--- src/rtl/btts_pkg.sv ---
// ----------------------------------------------------------------------------
// btts_pkg
// Shared types and constants for the BER-TLV tag search block.
// ----------------------------------------------------------------------------
package btts_pkg;

  localparam int unsigned DataW     = 8;
  localparam int unsigned TagW      = 16;
  localparam int unsigned LenW      = 16;
  localparam int unsigned IdxW      = 8;
  localparam int unsigned OutTdataW = 40;

  // Header byte codes
  localparam logic [4:0] TagMultiByte   = 5'h1f;
  localparam logic [7:0] LenShortMax    = 8'h7f;
  localparam logic [7:0] LenLongOne     = 8'h81;
  localparam logic [7:0] LenLongTwo     = 8'h82;
  localparam int unsigned ConstructedBit = 5;  // bit 0x20 of the first tag byte
  localparam logic [IdxW-1:0] IdxMax    = 8'hff;

  typedef enum logic [7:0] {
    PhTag1  = 8'b0000_0001,
    PhTag2  = 8'b0000_0010,
    PhLen   = 8'b0000_0100,
    PhL81   = 8'b0000_1000,
    PhL82H  = 8'b0001_0000,
    PhL82L  = 8'b0010_0000,
    PhSkip  = 8'b0100_0000,
    PhEmit  = 8'b1000_0000
  } phase_e;

  typedef struct packed {
    phase_e            phase;
    logic [IdxW-1:0]   byte_index;
    logic [TagW-1:0]   current_tag;
    logic              constructed;
    logic [LenW-1:0]   declared_length;
    logic [LenW-1:0]   bytes_remaining;
    logic              search_ended;
  } scan_state_t;

  typedef struct packed {
    logic [IdxW-1:0]   end_offset;
    logic [LenW-1:0]   value_length;
    logic              truncated;
    logic              format_error;
    logic              found;
    logic              done_res;
    logic              value_valid;
    logic [DataW-1:0]  value_byte;
  } result_t;

endpackage

--- src/rtl/btts_step.sv ---
// ----------------------------------------------------------------------------
// btts_step
// Next-state and result logic for one buffer byte of the tag search.
// ----------------------------------------------------------------------------
module btts_step (
  input  btts_pkg::scan_state_t            state_i,
  input  logic [btts_pkg::DataW-1:0]       data_byte_i,
  input  logic                             last_byte_i,
  input  logic [btts_pkg::TagW-1:0]        target_tag_i,
  output btts_pkg::scan_state_t            state_o,
  output btts_pkg::result_t                result_o
);
  import btts_pkg::*;

  scan_state_t     s;
  result_t         r;
  logic            hdr_done;
  logic            fin;
  logic            fin_found;
  logic            fin_ferr;
  logic            fin_trunc;
  logic [16:0]     fin_end;
  logic [8:0]      idx_p1;

  assign idx_p1 = {1'b0, state_i.byte_index} + 9'd1;

  always_comb begin
    s         = state_i;
    r         = '0;
    hdr_done  = 1'b0;
    fin       = 1'b0;
    fin_found = 1'b0;
    fin_ferr  = 1'b0;
    fin_trunc = 1'b0;
    fin_end   = '0;

    if (!s.search_ended && (target_tag_i == '0)) begin
      fin            = 1'b1;
      s.search_ended = 1'b1;
    end else if (!s.search_ended) begin
      unique case (s.phase)
        PhTag1: begin
          s.current_tag = {8'h00, data_byte_i};
          s.constructed = data_byte_i[ConstructedBit];
          s.phase       = (data_byte_i[4:0] == TagMultiByte) ? PhTag2 : PhLen;
        end
        PhTag2: begin
          s.current_tag = {s.current_tag[7:0], data_byte_i};
          s.phase       = PhLen;
        end
        PhLen: begin
          if ((data_byte_i != 8'h00) && (data_byte_i <= LenShortMax)) begin
            s.declared_length = {8'h00, data_byte_i};
            hdr_done          = 1'b1;
          end else if (data_byte_i == LenLongOne) begin
            s.phase = PhL81;
          end else if (data_byte_i == LenLongTwo) begin
            s.phase = PhL82H;
          end else begin
            fin            = 1'b1;
            fin_ferr       = 1'b1;
            s.search_ended = 1'b1;
          end
        end
        PhL81: begin
          s.declared_length = {8'h00, data_byte_i};
          hdr_done          = 1'b1;
        end
        PhL82H: begin
          s.declared_length = {data_byte_i, 8'h00};
          s.phase           = PhL82L;
        end
        PhL82L: begin
          s.declared_length = {s.declared_length[15:8], data_byte_i};
          hdr_done          = 1'b1;
        end
        PhSkip: begin
          s.bytes_remaining = s.bytes_remaining - 16'd1;
          if (s.bytes_remaining == '0) begin
            s.phase = PhTag1;
          end
        end
        PhEmit: begin
          r.value_byte      = data_byte_i;
          r.value_valid     = 1'b1;
          s.bytes_remaining = s.bytes_remaining - 16'd1;
          if (s.bytes_remaining == '0) begin
            fin            = 1'b1;
            fin_found      = 1'b1;
            fin_end        = {8'h00, idx_p1};
            s.search_ended = 1'b1;
          end
        end
        default: begin
          s.phase = PhTag1;
        end
      endcase

      // Header complete: match, descend, or skip the value
      if (hdr_done) begin
        if (s.current_tag == target_tag_i) begin
          if (s.declared_length == '0) begin
            fin            = 1'b1;
            fin_found      = 1'b1;
            fin_end        = {8'h00, idx_p1};
            s.search_ended = 1'b1;
          end else begin
            s.bytes_remaining = s.declared_length;
            s.phase           = PhEmit;
          end
        end else if (s.constructed || (s.declared_length == '0)) begin
          s.phase = PhTag1;
        end else begin
          s.bytes_remaining = s.declared_length;
          s.phase           = PhSkip;
        end
      end

      // Buffer ends while the search still runs
      if (last_byte_i && !s.search_ended) begin
        fin            = 1'b1;
        s.search_ended = 1'b1;
        if ((s.phase == PhTag1) || (s.phase == PhSkip)) begin
          fin_found = 1'b0;
        end else if (s.phase == PhEmit) begin
          fin_found = 1'b1;
          fin_trunc = 1'b1;
          fin_end   = {8'h00, idx_p1} + {1'b0, s.bytes_remaining};
        end else begin
          fin_ferr = 1'b1;
        end
      end
    end

    if (fin) begin
      r.done_res     = 1'b1;
      r.found        = fin_found;
      r.format_error = fin_ferr;
      r.truncated    = fin_trunc;
      if (fin_found) begin
        r.value_length = s.declared_length;
        r.end_offset   = (fin_end > 17'd255) ? IdxMax : fin_end[IdxW-1:0];
      end
    end

    // Rearm at the end of a buffer, else advance the saturating index
    if (last_byte_i) begin
      s.phase           = PhTag1;
      s.byte_index      = '0;
      s.current_tag     = '0;
      s.constructed     = 1'b0;
      s.declared_length = '0;
      s.bytes_remaining = '0;
      s.search_ended    = 1'b0;
    end else if (s.byte_index != IdxMax) begin
      s.byte_index = s.byte_index + 8'd1;
    end
  end

  assign state_o  = s;
  assign result_o = r;

endmodule

--- src/rtl/ber_tlv_tag_search.sv ---
// ----------------------------------------------------------------------------
// ber_tlv_tag_search
// Streams a BER-TLV buffer byte by byte and reports the value of a chosen tag.
// ----------------------------------------------------------------------------
//
//  Channel   Dir   Signals                        Word contents
//  s_axis    in    tvalid/tready/tdata/tlast      tdata[7:0] data_byte,
//                                                 tlast last_byte
//  m_axis    out   tvalid/tready/tdata            one result word per input word
//  cfg       in    cfg_we_i/cfg_wdata_i           target_tag (16 bits)
//
//  Throughput: one word per cycle sustained while the output is not stalled;
//  every input word gives exactly one result word on m_axis.
//  Latency is set by the input register and the result register, with the
//  scan state machine updating between them.
//  Reset clears the scan state, both valid flags and target_tag (to zero,
//  which makes every search end at once without a match).
//  A stalled output holds its word; the input register still drains into the
//  result register as it frees, and s_axis_tready drops only when both are full.
//
module ber_tlv_tag_search (
  input  logic                              clk_i,
  input  logic                              rst_ni,
  // Configuration
  input  logic                              cfg_we_i,
  input  logic [btts_pkg::TagW-1:0]         cfg_wdata_i,
  // Input stream
  input  logic                              s_axis_tvalid,
  output logic                              s_axis_tready,
  input  logic [btts_pkg::DataW-1:0]        s_axis_tdata,   // [7:0] data_byte
  input  logic                              s_axis_tlast,   // last_byte
  // Result stream
  output logic                              m_axis_tvalid,
  input  logic                              m_axis_tready,
  // [7:0] value_byte, [8] value_valid, [9] done_res, [10] found,
  // [11] format_error, [12] truncated, [28:13] value_length,
  // [36:29] end_offset, [39:37] zero
  output logic [btts_pkg::OutTdataW-1:0]    m_axis_tdata
);
  import btts_pkg::*;

  localparam int unsigned ResW = $bits(result_t);

  logic [TagW-1:0]  target_tag_q;

  logic             in_valid_q;
  logic [DataW-1:0] in_byte_q;
  logic             in_last_q;

  logic             out_valid_q;
  result_t          out_res_q;

  scan_state_t      state_q;
  scan_state_t      state_d;
  result_t          res_d;

  logic             advance;

  // Move the held word forward whenever the result register is free or drains
  assign advance       = in_valid_q && (!out_valid_q || m_axis_tready);
  assign s_axis_tready = !in_valid_q || advance;

  // Configuration register
  always_ff @(posedge clk_i or negedge rst_ni) begin
    if (!rst_ni) begin
      target_tag_q <= '0;
    end else if (cfg_we_i) begin
      target_tag_q <= cfg_wdata_i;
    end
  end

  // Input register
  always_ff @(posedge clk_i or negedge rst_ni) begin
    if (!rst_ni) begin
      in_valid_q <= 1'b0;
    end else if (s_axis_tready) begin
      in_valid_q <= s_axis_tvalid;
    end
  end

  always_ff @(posedge clk_i) begin
    if (s_axis_tvalid && s_axis_tready) begin
      in_byte_q <= s_axis_tdata;
      in_last_q <= s_axis_tlast;
    end
  end

  btts_step u_step (
    .state_i      (state_q),
    .data_byte_i  (in_byte_q),
    .last_byte_i  (in_last_q),
    .target_tag_i (target_tag_q),
    .state_o      (state_d),
    .result_o     (res_d)
  );

  // Scan state: advance once per word handed to the result register
  always_ff @(posedge clk_i or negedge rst_ni) begin
    if (!rst_ni) begin
      state_q.phase           <= PhTag1;
      state_q.byte_index      <= '0;
      state_q.current_tag     <= '0;
      state_q.constructed     <= 1'b0;
      state_q.declared_length <= '0;
      state_q.bytes_remaining <= '0;
      state_q.search_ended    <= 1'b0;
    end else if (advance) begin
      state_q <= state_d;
    end
  end

  // Result register
  always_ff @(posedge clk_i or negedge rst_ni) begin
    if (!rst_ni) begin
      out_valid_q <= 1'b0;
    end else if (advance) begin
      out_valid_q <= 1'b1;
    end else if (m_axis_tready) begin
      out_valid_q <= 1'b0;
    end
  end

  always_ff @(posedge clk_i) begin
    if (advance) begin
      out_res_q <= res_d;
    end
  end

  assign m_axis_tvalid = out_valid_q;
  assign m_axis_tdata  = {{(OutTdataW - ResW){1'b0}}, out_res_q};

endmodule

--- config.mk ---
export PLATFORM = sky130hd
export DESIGN_NAME = ber_tlv_tag_search
export DESIGN_NICKNAME = d
export VERILOG_FILES = /design/src/rtl/btts_pkg.sv /design/src/rtl/btts_step.sv /design/src/rtl/ber_tlv_tag_search.sv
export SDC_FILE = /design/constraint.sdc
export NUM_CORES = 1
export LEC_CHECK = 0
export BUFFER_PORTS_ARGS = -buffer_cell sky130_fd_sc_hd__buf_4
export CAP_MARGIN = 20
export CORE_AREA = 2 2 151 153
export DETAILED_ROUTE_END_ITERATION = 16
export DIE_AREA = 0 0 153 155
export GPL_ROUTABILITY_DRIVEN = 1
export PLACE_DENSITY = 0.57
export SETUP_SLACK_MARGIN = 0.2
export SLEW_MARGIN = 20
export SYNTH_ARGS = -nofsm -noshare
export SYNTH_HDL_FRONTEND = slang
export SYNTH_SLANG_ARGS = --single-unit
--- constraint.sdc ---
create_clock -name clk_i -period 10.15 [get_ports clk_i]
set_clock_uncertainty 0.05 [all_clocks]
set_input_delay 1.015 -clock clk_i [delete_from_list [all_inputs] [get_ports clk_i]]
set_output_delay 1.015 -clock clk_i [all_outputs]
set_load 0.05 [all_outputs]
==> results of run 1 <==
## final timing paths
kind,depth (start not counted),slack (ns),end
hold reg to reg,1,0.44,m_axis_tvalid$_DFFE_PN0P_
setup reg to reg,20,4.02,m_axis_tdata[34]$_SDFFCE_PN0P_
hold / removal,1,0.44,m_axis_tvalid$_DFFE_PN0P_
max in group asynchronous,2,8.50,state_q[28]$_DFFE_PN0P_
setup / recovery,20,4.02,m_axis_tdata[34]$_SDFFCE_PN0P_
min in group asynchronous,1,0.52,target_tag_q[4]$_DFFE_PN0P_
## cells in the final DEF (no fill, tap or decap), types with 5 or more instances in the layout
cell       count
xor2_1        29
nand2b_1       7
edfxtp_1      46
o21ai_1        9
nor2_1        67
a21oi_1       41
a41oi_1        5
ha_1          12
inv_1         23
nand4_1        7
a21o_1         8
or3_1          5
a22oi_1       20
mux2i_1        5
o21ai_0       57
xnor2_1       16
nor4_1        14
a22o_1        30
nand3_1       15
o211ai_1       6
nand3b_1       5
mux2_2        11
nor2b_1       16
and2_1        13
dfrtp_1       83
or4_1          5
clkbuf_16     20
a31oi_1        6
nand2_1       76
buf_4         73
nor3_1        11
## logic make-up after synthesis
group | count (synthesis)
buf+inv | 73
other cells | 1
simple gates | 264
fa+ha+maj | 13
xor+xnor | 45
compound gates | 240
flops | 130
mux | 16
## per-stage QoR
step	hold slack (ns)	area (µm²)	setup WS [ns]	utilization	instances
floorplan	0.400	7660	5.12	-	784
global placement	0.422	8340	4.19	0.375	1094
detailed placement	0.432	8340	4.06	0.375	1094
CTS	0.444	8950	4.04	0.403	1126
global route	0.468	8950	3.51	0.403	1126
finish	0.444	8950	4.02	0.403	1126
## area by class of cell
| cell class | count | area share |
|---|---|---|
| flip-flops and latches | 130 | 0.389 |
| inverters | 25 | 0.0105 |
| well taps | 285 | 0.0398 |
| repair buffers | 73 | 0.0612 |
| clock buffers | 23 | 0.0583 |
| clock inverters | 9 | 0.0101 |
| multi-input cells | 581 | 0.431 |
## per-layer routing
metal,GRT usage,wire length [µm]
met4,0.0595,394
met3,0.0312,1150
met5,0,0
met1,0.272,10300
met2,0.281,9700
## power by group
| part | total, µW | internal (µW) | switching (µW) |
|---|---|---|---|
| Combinational | 333 | 110 | 223 |
| Sequential | 650 | 587 | 62.2 |
| Clock | 634 | 389 | 245 |
| Total | 1620 | 1090 | 530 |
## sequential cells by signal, indices dropped and copies added (netlist names)
signal         flops
in_valid_q         1
state_q           66
m_axis_tdata      37
in_byte_q          8
target_tag_q      16
in_last_q          1
m_axis_tvalid      1
==> impl_metrics.json, run 1 <==
{
  "syn_avg_cell_area_um2": 9.79,
  "critical-path-slowest-cell": "nor4_4",
  "cts_hold_buf": 0,
  "power_density_nw_per_um2": 181,
  "synth_top_family_by_area": "compound AO/OA/AOI/OAI gates",
  "cp_num_buf_inv": 1,
  "hold_viol_final": 0,
  "muxShareOfSynthArea": 0.0227,
  "synthTopCellsByArea": "dfrtp_1 (27%), edfxtp_1 (18%), o21ai_0 (3.8%), nand2_1 (3.7%), a22o_1 (3.4%)",
  "syn2layout_area_growth_pct": 16.9,
  "cts_buffer_depth": 2,
  "tightest_slew_ns": 1.06,
  "leakage_uw": 0.00374,
  "setup_viol": 0,
  "vias": 6308,
  "synth_edf_count": 46,
  "io_pins": 72,
  "ctsResizeCount": 0,
  "nFillCells": 2220,
  "drt-total-wl_um": 21600,
  "first_global_vias": 5965,
  "status": "finished clean",
  "grtUsageTotal": 0.186,
  "seq_area_frac_synth": 0.455,
  "clkSinkCount": 130,
  "synthSimpleGateAreaFrac": 0.180,
  "root_buffer": "clkbuf_16",
  "fin_crit_sh": 0.604,
  "io_buffers": 68,
  "synth_fa_ha_area_frac": 0.0222,
  "syn_area_um2": 7660,
  "final_net_count": 871,
  "path_cells": "nor4_4 -> nand4_1 -> a31o_1 -> a222oi_1 -> and4_1 -> o221ai_4 -> o21ai_0 -> ha_1 -> inv_1 -> fa_1 -> nor2b_1 -> o21ai_0 -> a21boi_0 -> o21a_1 -> o21ai_0 -> a211o_1 -> o21ai_0 -> a221oi_2 -> nor3_4 -> o21ai_1",
  "synth_compound_area_frac": 0.224,
  "yosysTopAreaCellShare": 0.271,
  "post-cts-setup-buffers": 0,
  "viasPerCell": 5.60,
  "synth_cell_types": 85,
  "row_count": 55,
  "dr.pass1.iters": 5,
  "dp_hpwl_um": 15100,
  "drive_above_1_share": 0.172,
  "drtIter0Drc": 519,
  "syn_inst": 782,
  "numCtsBuffers": 17,
  "ys_ff_latch": 130,
  "crit_type": "flop to flop",
  "clk_pin_slew_ns": 0.06,
  "maxSlewViolCount": 0,
  "regArea_um2": 3480,
  "hold_class": "flop to flop",
  "drv_cap": 0,
  "ir_drop_uv": 111,
  "synthFlopType": "dfrtp_1",
  "grt-ovfl-total": 0,
  "fmaxAchievable_mhz": 163,
  "synth-xor-area-share": 0.0515,
  "worst_setup_path_start_kind": "flop",
  "fin_setup_tns_ns": 0,
  "wl_per_cell_um": 19.2,
  "slew_headroom": 0.295,
  "required_ns": 10.24,
  "crit_family": "compound AO/OA/AOI/OAI gates",
  "post-synth-top-count-cell": "dfrtp_1",
  "start_util": 0.344,
  "synth.top_cells.by_count": "dfrtp_1 (83), nand2_1 (76), nor2_1 (67)",
  "grt_start_max_net_pins": 50,
  "hp-start": "in_valid_q$_DFFE_PN0N_",
  "cpMostUsedCell": "o21ai_0",
  "setup.worst_path.end_class": "flop",
  "min_period_ns": 6.13,
  "final_antenna_net_count": 0,
  "clock_latency_ns": 0.43,
  "arrival_ns": 6.22,
  "synth_warnings": 0,
  "cts_tree": "done",
  "crit_fanout": 16,
  "die_h_um": 155,
  "startpoint": "state_q[62]$_DFFE_PN0P_",
  "design.core.area_um2": 22200,
  "r2r-start": "state_q[62]$_DFFE_PN0P_",
  "gp_congestion": 0.850,
  "antenna_cells": 0,
  "antenna_found_initial": 0,
  "drc_errors": 0,
  "synth_top_cell_by_area": "dfrtp_1",
  "rsz0062_at_grt": "no",
  "finalPower_uw": 1620,
  "h-tree-depth": 4,
  "grt_pass1_wl_um": 34600,
  "die_area_um2": 23700,
  "multi_input_area_um2": 3850,
  "die_w_um": 153,
  "synthArstFlopShare": 0.646,
  "slowest_delay_ns": 0.76
}
Note: power is estimated with default switching activity, not from simulation.
==> inputs of run 2 (changes only) <==
PLACE_DENSITY = 0.59   (was 0.57)
clock period = 5.6 ns   (was 10.15 ns; I/O delays follow)
==> impl_metrics.json, run 2 (synthesized netlist as in run 1, its figures left out) <==
{
  "io_pins": 72,
  "final_antenna_net_count": 0,
  "clk_pin_slew_ns": 0.06,
  "finalPower_uw": 3000,
  "startpoint": "state_q[59]$_DFFE_PN0P_",
  "clock_latency_ns": 0.43,
  "dpl.cell_count": 1124,
  "syn2layout_area_growth_pct": 21.9,
  "antenna_cells": 0,
  "maxSlewViolCount": 0,
  "root_buffer": "clkbuf_16",
  "h-tree-depth": 4,
  "clkPwrFrac": 0.379,
  "instances_no_fill": 1166,
  "switching_share": 0.325,
  "numCtsBuffers": 17,
  "row_count": 55,
  "power_frac_seq": 0.384,
  "viasPerCell": 5.51,
  "start_util": 0.344,
  "p_sw_uw": 976,
  "worst_setup_path_start_kind": "flop",
  "required_ns": 5.69,
  "grt-ovfl-total": 0,
  "fin_ws_ns": 0.556,
  "final_common_cell": "buf_4",
  "fin_setup_tns_ns": 0,
  "grt_start_max_net_pins": 54,
  "max_flop_register": "state_q",
  "p_int_uw": 2020,
  "arrival_ns": 5.14,
  "timing.rr.end": "m_axis_tdata[34]$_SDFFCE_PN0P_",
  "crit_type": "flop to flop",
  "design.core.area_um2": 22200,
  "crit_fanout": 21,
  "ir_drop_uv": 225,
  "die_w_um": 153,
  "antenna_found_initial": 0,
  "cts_buffer_depth": 2,
  "final_net_count": 911,
  "utilization": 0.420,
  "place_ws_ns": 0.0867,
  "drive_above_1_share": 0.233,
  "fmaxAchievable_mhz": 198,
  "fin_crit_sh": 0.901,
  "vias": 6427,
  "wl_per_cell_um": 18.7,
  "tightest_slew_ns": 0.917,
  "drt-total-wl_um": 21900,
  "setup.worst_path.end_class": "flop",
  "hold_viol_final": 0,
  "drc_errors": 0,
  "gp_congestion": 0.863,
  "status": "finished clean",
  "die_area_um2": 23700,
  "largest_reg_flops": 66,
  "grtUsageTotal": 0.185,
  "final_cell_mix": "buf_4 (111), dfrtp_1 (78), nand2_1 (76), nor2_1 (65), o21ai_0 (55)",
  "first_global_vias": 6248,
  "hold_class": "input pin to asynchronous set/reset pin",
  "reg2reg_depth": 22,
  "comb_power_share": 0.237,
  "setup_viol": 0,
  "dr.pass1.iters": 5,
  "min_period_ns": 5.04,
  "drtIter0Drc": 566,
  "cts_tree": "done",
  "io_buffers": 68,
  "slew_headroom": 0.382,
  "dp_hpwl_um": 15200,
  "drv_cap": 0,
  "rsz0062_at_grt": "no",
  "cts_hold_buf": 0,
  "clkSinkCount": 130,
  "grt_pass1_wl_um": 34600,
  "reg2reg_slack_ns": 0.56,
  "power_density_nw_per_um2": 322,
  "die_h_um": 155,
  "r2r-start": "state_q[59]$_DFFE_PN0P_",
  "leakage_uw": 0.00394
}
run 2: cell types whose count changed in the layout (fill, tap and decap cells not counted), sizes merged:
cell | before | now
buf | 73 | 113
inv | 27 | 28
clkinvlp | 2 | 1
clkinv | 4 | 5
clkbuf | 23 | 22
run 2: critical path: stages (launching register included):
cell	delay [ns]
dfrtp_1	0.40
buf_4	0.22
a211oi_1	0.29
buf_4	0.18
nand2_2	0.08
a221o_1	0.35
a222oi_1	0.29
and4_4	0.31
o221ai_4	0.14
o21ai_2	0.19
ha_1	0.18
inv_1	0.05
fa_1	0.40
nor2b_1	0.12
o21ai_0	0.11
a21boi_1	0.21
o21a_1	0.17
o21ai_2	0.08
a211o_1	0.30
o21ai_0	0.09
a221oi_2	0.10
nor3_4	0.32
o21ai_1	0.13
run 2: cell type report:
cell class | instances | area, µm²
timing repair buffer | 113 | 856
tap | 285 | 357
inverter | 25 | 93.8
clock inverter | 10 | 91.3
clock buffer | 22 | 517
sequential | 130 | 3490
multi-input combinational | 581 | 3930
fill | 2148 | 12900
run 2: worst max path at each step:
stage,endpoint
after floorplan,m_axis_tdata[29]$_SDFFCE_PN0P_
after global placement,m_axis_tdata[34]$_SDFFCE_PN0P_
after detailed placement,m_axis_tdata[32]$_SDFFCE_PN0P_
after CTS,m_axis_tdata[34]$_SDFFCE_PN0P_
after global routing,m_axis_tdata[32]$_SDFFCE_PN0P_
final,m_axis_tdata[34]$_SDFFCE_PN0P_
run 2: power by group through the flow:
stage	sequential (µW)	combinational, µW	clock, µW
floorplan	1200	415	0
global placement	1170	659	0
detailed placement	1170	659	0
CTS	1150	667	1160
global route	1160	766	1200
finish	1150	710	1140
run 2: metal layers:
metal / wire, µm / track usage / part of all wire
met3: 1320 / 0.0357 / 0.060
met4: 303 / 0.0516 / 0.014
met5: 0 / 0 / 0
met1: 10400 / 0.265 / 0.48
met2: 9850 / 0.287 / 0.45
run 2: through the flow:
stage / cell area, µm² / hold slack [ns]
floorplan: 7660 / 0.214
global placement: 8550 / 0.425
detailed placement: 8550 / 0.446
CTS: 9190 / 0.0331
global route: 9330 / 0.0462
finish: 9330 / 0.0203
run 2: what timing repair did:
| item | CTS | global route |
|---|---|---|
| buffers inserted | 0 | 10 |
| setup endpoints to repair | 8 | 8 |
| resized for setup | 7 | 22 |
| pin swaps | 0 | 7 |
